$ cat src/hdl/assert_macros.svh
// Assertion macros shared by the trimmed mean filter RTL.
`ifndef ASSERT_MACROS_SVH
`define ASSERT_MACROS_SVH
`ifndef NO_ASSERTIONS
// Same-cycle implication, sampled on clk and disabled while arst_n is low.
`define IRDTM_ASSERT_IMPL(lbl, ante, cons) \
	lbl: assert property (@(posedge clk) disable iff (!arst_n) (ante) |-> (cons)) \
		else $error("irdtm: same-cycle check failed");
// Next-cycle implication, sampled on clk and disabled while arst_n is low.
`define IRDTM_ASSERT_NEXT(lbl, ante, cons) \
	lbl: assert property (@(posedge clk) disable iff (!arst_n) (ante) |=> (cons)) \
		else $error("irdtm: next-cycle check failed");
`else
`define IRDTM_ASSERT_IMPL(lbl, ante, cons)
`define IRDTM_ASSERT_NEXT(lbl, ante, cons)
`endif
`endif

$ cat src/hdl/irdtm_pkg.sv
// Types and constants shared by the trimmed mean filter controller and datapath.
`default_nettype none

package irdtm_pkg;

	// Field widths.
	localparam int RAW_W    = 12;
	localparam int SQ_W     = 2 * RAW_W;
	localparam int DIST_W   = 16;
	localparam int QUAD_Q_W = 33;
	localparam int LIN_Q_W  = 14;
	localparam int MEAN_W   = 20;
	localparam int TOTAL_W  = 35;

	// Conversion constants: K0 and the quadratic numerator in Q16, LIN_COEF whole.
	localparam logic [18:0] K0_Q16      = 19'd295706;
	localparam logic [13:0] LIN_COEF    = 14'd13846;
	// 53529000 scaled by 2^16.
	localparam logic [41:0] QUAD_NUM    = 42'd3508076544000;
	localparam logic [DIST_W-1:0] DIST_MAX = 16'hFFFF;

	// Iteration count of the two long divisions and step count of the mean stage.
	localparam int DIV_STEPS  = QUAD_Q_W;
	localparam int MEAN_STEPS = 1;
	localparam int STEP_W     = 6;

	// Commands from the controller to the datapath.
	typedef struct packed {
		logic load;
		logic step;
		logic combine;
		logic accum;
		logic trim;
		logic mstep;
		logic emit;
	} cmd_t;

	// Status from the datapath to the controller.
	typedef struct packed {
		logic grp_full;
	} sts_t;

endpackage

`default_nettype wire

$ cat src/hdl/irdtm_datapath.sv
// Datapath of the trimmed mean filter: distance conversion, group statistics, mean division.
`default_nettype none

module irdtm_datapath #(
	parameter int SAMPLES = 8
) (
	input  wire logic                            clk,
	input  wire logic                            arst_n,
	input  wire logic [irdtm_pkg::RAW_W-1:0]     raw_sample,
	input  wire irdtm_pkg::cmd_t                 cmd,
	output irdtm_pkg::sts_t                      sts,
	output logic      [irdtm_pkg::MEAN_W-1:0]    avg_distance_q4,
	output logic                                 any_saturated
);

	localparam int CNT_W = $clog2(SAMPLES);
	localparam int SUM_W = irdtm_pkg::DIST_W + $clog2(SAMPLES);
	localparam int RAW_W = irdtm_pkg::RAW_W;
	localparam int SQ_W  = irdtm_pkg::SQ_W;
	localparam int QW    = irdtm_pkg::QUAD_Q_W;
	localparam int LW    = irdtm_pkg::LIN_Q_W;
	localparam int MW    = irdtm_pkg::MEAN_W;
	localparam int TW    = irdtm_pkg::TOTAL_W;
	localparam int DW    = irdtm_pkg::DIST_W;
	localparam logic [SQ_W-1:0] QUAD_HI = SQ_W'(irdtm_pkg::QUAD_NUM[41:QW]);
	// The mean numerator (trimmed sum with 4 fraction bits) stays below 2^24 for
	// groups of up to 16 samples; the rounded-up reciprocal is then exact.
	localparam int NUM_W  = 24;
	localparam int RCP_W  = 26;
	localparam int PROD_W = NUM_W + RCP_W;
	localparam int MEAN_D = SAMPLES - 2;
	localparam int MEAN_K = NUM_W + $clog2(MEAN_D);
	localparam logic [RCP_W-1:0] MEAN_RCP =
		RCP_W'(((64'd1 << MEAN_K) + 64'(MEAN_D) - 64'd1) / 64'(MEAN_D));

	// Operand registers.
	logic [RAW_W-1:0] raw_q;
	logic [SQ_W-1:0]  sq_q;
	logic             zero_q;

	// Quadratic term divider: constant numerator over raw squared.
	logic [SQ_W-1:0]  q_rem_q;
	logic [QW-1:0]    q_num_q;
	logic [QW-1:0]    quad_q;
	logic [SQ_W:0]    q_cand;
	logic             q_ge;

	// Linear term divider: constant numerator over raw.
	logic [RAW_W-1:0] l_rem_q;
	logic [QW-1:0]    l_num_q;
	logic [LW-1:0]    lin_q;
	logic [RAW_W:0]   l_cand;
	logic             l_ge;

	// Distance of the current sample.
	logic [TW-1:0]    total;
	logic             total_neg;
	logic             dist_sat;
	logic [DW-1:0]    dist_next;
	logic [DW-1:0]    dist_q;
	logic             dsat_q;

	// Group statistics.
	logic [SUM_W-1:0] sum_q;
	logic [DW-1:0]    min_q;
	logic [DW-1:0]    max_q;
	logic [CNT_W-1:0] cnt_q;
	logic             sat_seen_q;
	logic [SUM_W-1:0] trimmed;

	// Mean by the constant SAMPLES - 2.
	logic [NUM_W-1:0]  m_num_q;
	logic [PROD_W-1:0] m_prod;
	logic [MW-1:0]     mean_q;
	logic              m_sat_q;

	// Output payload.
	logic [MW-1:0]    avg_q;
	logic             any_sat_q;

	// One restoring step of each division.
	assign q_cand = {q_rem_q, q_num_q[QW-1]};
	assign q_ge   = q_cand >= {1'b0, sq_q};
	assign l_cand = {l_rem_q, l_num_q[QW-1]};
	assign l_ge   = l_cand >= {1'b0, raw_q};

	// Multiplication by the reciprocal of SAMPLES - 2.
	assign m_prod = PROD_W'(m_num_q) * PROD_W'(MEAN_RCP);

	// Combine the Q16 terms and clamp to the distance range.
	always_comb begin
		total     = TW'(irdtm_pkg::K0_Q16) + TW'(quad_q) - TW'({lin_q, 16'h0000});
		total_neg = total[TW-1];
		dist_sat  = zero_q || (sq_q <= QUAD_HI) || (!total_neg && (|total[TW-2:32]));
		if (dist_sat) begin
			dist_next = irdtm_pkg::DIST_MAX;
		end else if (total_neg) begin
			dist_next = '0;
		end else begin
			dist_next = total[31:16];
		end
	end

	assign trimmed = sum_q - SUM_W'(min_q) - SUM_W'(max_q);

	// Division and conversion registers.
	always_ff @(posedge clk) begin
		if (cmd.load) begin
			raw_q   <= raw_sample;
			sq_q    <= {{RAW_W{1'b0}}, raw_sample} * {{RAW_W{1'b0}}, raw_sample};
			zero_q  <= (raw_sample == '0);
			q_rem_q <= SQ_W'(irdtm_pkg::QUAD_NUM[41:QW]);
			q_num_q <= irdtm_pkg::QUAD_NUM[QW-1:0];
			l_rem_q <= '0;
			l_num_q <= QW'(irdtm_pkg::LIN_COEF);
			lin_q   <= '0;
		end
		if (cmd.step) begin
			q_rem_q <= q_ge ? SQ_W'(q_cand - {1'b0, sq_q}) : q_cand[SQ_W-1:0];
			q_num_q <= {q_num_q[QW-2:0], 1'b0};
			quad_q  <= {quad_q[QW-2:0], q_ge};
			l_rem_q <= l_ge ? RAW_W'(l_cand - {1'b0, raw_q}) : l_cand[RAW_W-1:0];
			l_num_q <= {l_num_q[QW-2:0], 1'b0};
			lin_q   <= {lin_q[LW-2:0], l_ge};
		end
		if (cmd.combine) begin
			dist_q <= dist_next;
			dsat_q <= dist_sat;
		end
		if (cmd.trim) begin
			m_num_q <= NUM_W'({trimmed, 4'h0});
			m_sat_q <= sat_seen_q;
		end
		if (cmd.mstep) begin
			mean_q <= m_prod[MEAN_K+MW-1:MEAN_K];
		end
		if (cmd.emit) begin
			avg_q     <= mean_q;
			any_sat_q <= m_sat_q;
		end
	end

	// Running group statistics, cleared when the group is trimmed.
	always_ff @(posedge clk or negedge arst_n) begin
		if (!arst_n) begin
			sum_q      <= '0;
			min_q      <= irdtm_pkg::DIST_MAX;
			max_q      <= '0;
			cnt_q      <= '0;
			sat_seen_q <= 1'b0;
		end else if (cmd.trim) begin
			sum_q      <= '0;
			min_q      <= irdtm_pkg::DIST_MAX;
			max_q      <= '0;
			cnt_q      <= '0;
			sat_seen_q <= 1'b0;
		end else if (cmd.accum) begin
			sum_q      <= sum_q + SUM_W'(dist_q);
			min_q      <= (dist_q < min_q) ? dist_q : min_q;
			max_q      <= (dist_q > max_q) ? dist_q : max_q;
			cnt_q      <= cnt_q + CNT_W'(1);
			sat_seen_q <= sat_seen_q | dsat_q;
		end
	end

	assign sts.grp_full    = (cnt_q == CNT_W'(SAMPLES - 1));
	assign avg_distance_q4 = avg_q;
	assign any_saturated   = any_sat_q;

endmodule

`default_nettype wire

$ cat src/hdl/irdtm_ctrl.sv
// Controller of the trimmed mean filter: sequences conversion, accumulation and output.
`default_nettype none

module irdtm_ctrl (
	input  wire logic              clk,
	input  wire logic              arst_n,
	input  wire logic              in_valid,
	input  wire logic              out_stall,
	input  wire irdtm_pkg::sts_t   sts,
	output irdtm_pkg::cmd_t        cmd,
	output logic                   in_stall,
	output logic                   out_valid
);

	typedef enum logic [2:0] {
		ST_IDLE,
		ST_DIV,
		ST_COMB,
		ST_ACC,
		ST_TRIM,
		ST_MEAN,
		ST_EMIT
	} state_t;

	state_t                           state_q;
	logic [irdtm_pkg::STEP_W-1:0]     step_q;
	logic                             out_valid_q;
	logic                             out_free;

	// The output register can take a result when empty or when its transfer completes.
	assign out_free = !out_valid_q || !out_stall;

	// Commands decoded from the current state.
	always_comb begin
		cmd         = '0;
		cmd.load    = (state_q == ST_IDLE) && in_valid;
		cmd.step    = (state_q == ST_DIV);
		cmd.combine = (state_q == ST_COMB);
		cmd.accum   = (state_q == ST_ACC);
		cmd.trim    = (state_q == ST_TRIM);
		cmd.mstep   = (state_q == ST_MEAN);
		cmd.emit    = (state_q == ST_EMIT) && out_free;
	end

	// State, step counter and output valid.
	always_ff @(posedge clk or negedge arst_n) begin
		if (!arst_n) begin
			state_q     <= ST_IDLE;
			step_q      <= '0;
			out_valid_q <= 1'b0;
		end else begin
			if (cmd.emit) begin
				out_valid_q <= 1'b1;
			end else if (!out_stall) begin
				out_valid_q <= 1'b0;
			end
			unique case (state_q)
				ST_IDLE: begin
					step_q <= '0;
					if (in_valid) begin
						state_q <= ST_DIV;
					end
				end
				ST_DIV: begin
					if (step_q == irdtm_pkg::STEP_W'(irdtm_pkg::DIV_STEPS - 1)) begin
						step_q  <= '0;
						state_q <= ST_COMB;
					end else begin
						step_q <= step_q + irdtm_pkg::STEP_W'(1);
					end
				end
				ST_COMB: begin
					state_q <= ST_ACC;
				end
				ST_ACC: begin
					state_q <= sts.grp_full ? ST_TRIM : ST_IDLE;
				end
				ST_TRIM: begin
					step_q  <= '0;
					state_q <= ST_MEAN;
				end
				ST_MEAN: begin
					if (step_q == irdtm_pkg::STEP_W'(irdtm_pkg::MEAN_STEPS - 1)) begin
						step_q  <= '0;
						state_q <= ST_EMIT;
					end else begin
						step_q <= step_q + irdtm_pkg::STEP_W'(1);
					end
				end
				ST_EMIT: begin
					if (out_free) begin
						state_q <= ST_IDLE;
					end
				end
			endcase
		end
	end

	assign in_stall  = (state_q != ST_IDLE);
	assign out_valid = out_valid_q;

endmodule

`default_nettype wire

$ cat src/hdl/ir_distance_trimmed_mean_unit.sv
// IR distance trimmed mean filter: usage notes.
// Input channel: raw_sample with in_valid / in_stall; a transfer happens at a clock
// edge with in_valid high and in_stall low. Each reading is converted to a whole
// distance by two bit-serial restoring divisions (quadratic and linear terms) that
// share one 33-step iteration; that iteration sets the rate.
// After each transfer in_stall stays high through the division steps, combine and
// accumulate, so the block takes no new item until the current one is through.
// After every SAMPLES-th item the block trims the group and divides by SAMPLES - 2
// with one reciprocal multiplication; it then loads the result into the output
// register and returns to idle, where the next item can be taken.
// Output channel: avg_distance_q4 and any_saturated with out_valid / out_stall.
// A result waits in the output register while out_stall is high; if a new result
// is ready before the old one has gone, the block holds it and keeps in_stall high.
// Reset (arst_n low) clears the group statistics and drops out_valid; a partly
// collected group is lost.
`default_nettype none
`include "assert_macros.svh"

module ir_distance_trimmed_mean_unit #(
	parameter int SAMPLES = 8
) (
	input  wire logic                          clk,
	input  wire logic                          arst_n,
	input  wire logic                          in_valid,
	output logic                               in_stall,
	input  wire logic [irdtm_pkg::RAW_W-1:0]   raw_sample,
	output logic                               out_valid,
	input  wire logic                          out_stall,
	output logic      [irdtm_pkg::MEAN_W-1:0]  avg_distance_q4,
	output logic                               any_saturated
);

	irdtm_pkg::cmd_t cmd;
	irdtm_pkg::sts_t sts;
	logic [6:0]      cmd_bits;

	// Sequencer.
	irdtm_ctrl u_ctrl (
		.clk       (clk),
		.arst_n    (arst_n),
		.in_valid  (in_valid),
		.out_stall (out_stall),
		.sts       (sts),
		.cmd       (cmd),
		.in_stall  (in_stall),
		.out_valid (out_valid)
	);

	// Arithmetic and group state.
	irdtm_datapath #(
		.SAMPLES (SAMPLES)
	) u_datapath (
		.clk             (clk),
		.arst_n          (arst_n),
		.raw_sample      (raw_sample),
		.cmd             (cmd),
		.sts             (sts),
		.avg_distance_q4 (avg_distance_q4),
		.any_saturated   (any_saturated)
	);

	assign cmd_bits = cmd;

	// The block is busy on the cycle after it takes an item.
	`IRDTM_ASSERT_NEXT(a_busy_after_take, in_valid && !in_stall, in_stall)
	// The controller issues at most one command per cycle.
	`IRDTM_ASSERT_IMPL(a_one_cmd, 1'b1, $onehot0(cmd_bits))
	// A new result never overwrites one that is still waiting.
	`IRDTM_ASSERT_IMPL(a_no_overwrite, cmd.emit, !out_valid || !out_stall)
	// A loaded result is offered on the next cycle.
	`IRDTM_ASSERT_NEXT(a_emit_shows, cmd.emit, out_valid)

endmodule

`default_nettype wire

$ cat config.mk
export PLATFORM = sky130hd
export DESIGN_NAME = ir_distance_trimmed_mean_unit
export DESIGN_NICKNAME = d
export VERILOG_FILES = /design/src/hdl/irdtm_pkg.sv /design/src/hdl/irdtm_datapath.sv /design/src/hdl/irdtm_ctrl.sv /design/src/hdl/ir_distance_trimmed_mean_unit.sv
export VERILOG_INCLUDE_DIRS = /design/src /design/src/hdl
export SDC_FILE = /design/constraint.sdc
export NUM_CORES = 1
export LEC_CHECK = 0
export BUFFER_PORTS_ARGS = -buffer_cell sky130_fd_sc_hd__buf_4
export CORE_ASPECT_RATIO = 1.2
export CORE_MARGIN = 5
export CORE_UTILIZATION = 60
export DETAILED_ROUTE_END_ITERATION = 16
export PLACE_DENSITY_LB_ADDON = 0.05
export SKIP_LAST_GASP = 1
export SLEW_MARGIN = 20
export SYNTH_ARGS = -nofsm -noshare
export SYNTH_HDL_FRONTEND = slang
export SYNTH_SLANG_ARGS = --single-unit
$ cat constraint.sdc
create_clock -name clk -period 21.7 [get_ports clk]
set_input_delay 3.255 -clock clk [delete_from_list [all_inputs] [get_ports clk]]
set_output_delay 3.255 -clock clk [all_outputs]
set_load 0.05 [all_outputs]
==> impl_metrics.tcl <==
set metrics [dict create \
    via_per_inst 5.571 \
    pre_cts_slack_ps 13050 \
    ys_types 77 \
    reg2reg_slack_ps 14700 \
    final_hold_viol_count 0 \
    grt_util_all_layers_pct 22.88 \
    n_antenna_cell 0 \
    synth_area_leaders "edfxtp_1 28%, fa_1 16%, ha_1 15%, inv_1 6.3%, dfrtp_1 4.8%" \
    dp_hpwl_microns 40790 \
    clkLatencyLatePin_ps 570 \
    die_y_microns 236.0 \
    power_per_cell_area_nw_per_um2 137.2 \
    hold_class "reg2reg" \
    p_leak_uw 0.01289 \
    drcViolationCount 0 \
    clock-root-buffer "clkbuf_16" \
    use_met2_pct 40.89 \
    netlist_area_sq_um 25540 \
    antenna_found_initial 0 \
    coreArea_sq_um 41960 \
    postCtsSetupRepairBufs 0 \
    cts_tree "built" \
    grt_busiest_layer "met2" \
    synthDominantCellAreaShare_pct 28.33 \
    clockBufferDepth 3 \
    grt_pass1_vias 17590 \
    ant_nets 0 \
    setup_viol 0 \
    peakVddDrop_v 0.00009890 \
    drt_wl_total_microns 51720 \
    status "finished, final reports clean" \
    die-width_microns 198.4 \
    async_flop_share_pct 21.24 \
    final-max-slew-violation-count 0 \
    drv_cap 0 \
    gp_congestion 0.8614 \
    max_freq_mhz 124.1 \
    fill_cells 3239 \
    grt_overflow_total 0 \
    synth_most_common_cell "inv_1" \
    worstPathMaxFanout 11 \
    syn-num-nets 2939 \
    grt_start_max_net_pins 76 \
    finalCritPeriodShare_pct 37.14 \
    cp.required_ps 22010 \
    initial_utilization_pct 60.87 \
    start_kind "primary input" \
    tns_ps 0 \
    fin_nets 2969 \
    drive_gt1_share_pct 6.217 \
    ctsHoldBuffers 0 \
    synthTopCellsByCount "426 x inv_1, 314 x ha_1, 241 x edfxtp_1" \
    ys_seq_elements 306 \
    synth.largest_area_cell "edfxtp_1" \
    yosysWarningCount 0 \
    gr-usage-met1_pct 28.76 \
    avgRoutedWirePerCell_microns 17.20 \
    yosysSeqAreaShare_pct 34.78 \
    cts.clk_slew.worst_paths_ps 60 \
    synth_edf_count 241 \
    routed-via-count 16751 \
    htreeDepth 2 \
    cts_sinks 306 \
    drt-pass1-iter-count 5 \
    area_growth_pct 7.837 \
    cp-end-kind "flip-flop" \
    cts_resized 0 \
    rows 82 \
    syn_area_per_cell_sq_um 10.62 \
    fin_crit_ps 8060 \
    fin_ws_ps 13640 \
    cp.arrival_ps 8370 \
    grt_util_met3_pct 2.783 \
    relSlewSlack_pct 33.38 \
    ys.flop_type "edfxtp_1" \
    finalClockSkew_ps 19.36 \
    grt_pass1_wl_microns 87400 \
    rsz0062_at_grt "no" \
    dieArea_sq_um 46810 \
    worst_pin_slew_ps 999.3 \
    io_buffers 38 \
    drtIter0Drc 678 \
    numCtsBuffers 35 \
    synthCells 2405 \
    critical_path_class "in2reg" \
    ios 39 \
]
[registers in the layout, summed over array words and instances (netlist names), 6 cells and up]
register and cells:
u_datapath.lin_q 14, u_datapath.dist_q 16, u_datapath.l_num_q 32, u_datapath.sum_q 19, u_datapath.max_q 16, u_datapath.l_rem_q 12, u_datapath.q_rem_q 24, u_ctrl.step_q 6
u_datapath.sq_q 23, u_datapath.avg_distance_q4 20, u_datapath.min_q 16, u_datapath.m_num_q 19, u_datapath.mean_q 20, u_datapath.q_num_q 13, u_datapath.quad_q 33, u_datapath.raw_q 11
[per-layer routing]
layer | vias to the layer above | part of all wire [%]
li1 | 8219 | -
met1 | 8202 | 42
met2 | 229 | 52
met3 | 101 | 2.6
met4 | 0 | 3.4
met5 | - | 0
[placed cells by master, fill, tap and decap left out, types with 30 or more instances in the layout]
master | netlist | routed
xnor2_1 | 78 | 78
mux2i_1 | 33 | 33
a21o_1 | 38 | 38
o21ai_0 | 84 | 82
edfxtp_1 | 241 | 241
and2_1 | 91 | 91
nand2_1 | 144 | 144
a21oi_1 | 76 | 75
nand3_1 | 44 | 44
ha_1 | 314 | 314
buf_4 | 0 | 46
clkbuf_16 | 0 | 36
dfrtp_1 | 49 | 49
o31ai_1 | 31 | 31
nand2b_1 | 31 | 30
xor2_1 | 41 | 41
fa_1 | 204 | 204
inv_1 | 426 | 425
nor2_1 | 120 | 117
[path summary, 6_finish.rpt]
check | from | to | depth (start not counted)
worst min register to register | u_datapath.mean_q[15] | u_datapath.avg_distance_q4[15] | 0
worst min-delay path | u_datapath.mean_q[15] | u_datapath.avg_distance_q4[15] | 0
worst max-delay path | raw_sample[6] | u_datapath.sq_q[23] | 18
min in group asynchronous | arst_n | u_datapath.sum_q[10] | 1
worst max register to register | u_datapath.m_num_q[8] | u_datapath.mean_q[18] | 23
max in group asynchronous | arst_n | u_ctrl.state_q[0] | 1
[power by group]
part	leakage (uW)	internal, uW	switching (uW)
Combinational	0.00917	917	1180
Clock	0.000536	332	249
Sequential	0.00319	979	118
Total	0.0129	2230	1550
[worst max-delay path, stage by stage]
cell      delay, ps
buf_4           160
inv_1           130
nor2_1          240
fa_1            490
fa_1            520
inv_1            50
fa_1            470
fa_1            550
inv_1            60
fa_1            430
ha_1            340
and2_1          210
o21ai_0         150
nand2_1         100
o41ai_2         470
o221ai_1        230
o41ai_1         380
xnor2_1         130
[metrics by stage]
stage	power, uW	area [sq um]	hold slack, ps	util (%)	cells
6_report	3779	27550	417.8	65.64	3007
5_1_grt	4118	27550	423.7	65.64	3007
4_1_cts	3806	27520	419.1	65.59	3007
3_5_place_dp	3200	26400	404.5	62.91	2944
3_3_place_gp	3137	26400	400.7	62.91	2944
2_1_floorplan	2744	25540	400.3	-	2405
[final cells by class]
type	instances	area, sq um	area share (%)
Inverter	427	1603	5.819
Timing Repair Buffer	46	345.3	1.254
Clock buffer	50	983.4	3.570
Multi-Input combinational cell	1619	14910	54.12
Clock inverter	13	138.9	0.5042
Tap cell	546	683.2	2.480
Sequential cell	306	8884	32.25
[kinds of logic (layout without fill, tap and decap cells)]
group / count (synthesis) / in the layout / share of synthesized area, %
simple gates: 569 / 569 / 11.28
fa+ha+maj: 518 / 518 / 31.37
buf+inv: 480 / 536 / 7.103
compound gates: 379 / 379 / 10.06
flops: 306 / 306 / 34.78
xor+xnor: 119 / 119 / 4.080
mux: 34 / 34 / 1.337
(Power assumes the default switching activity.)
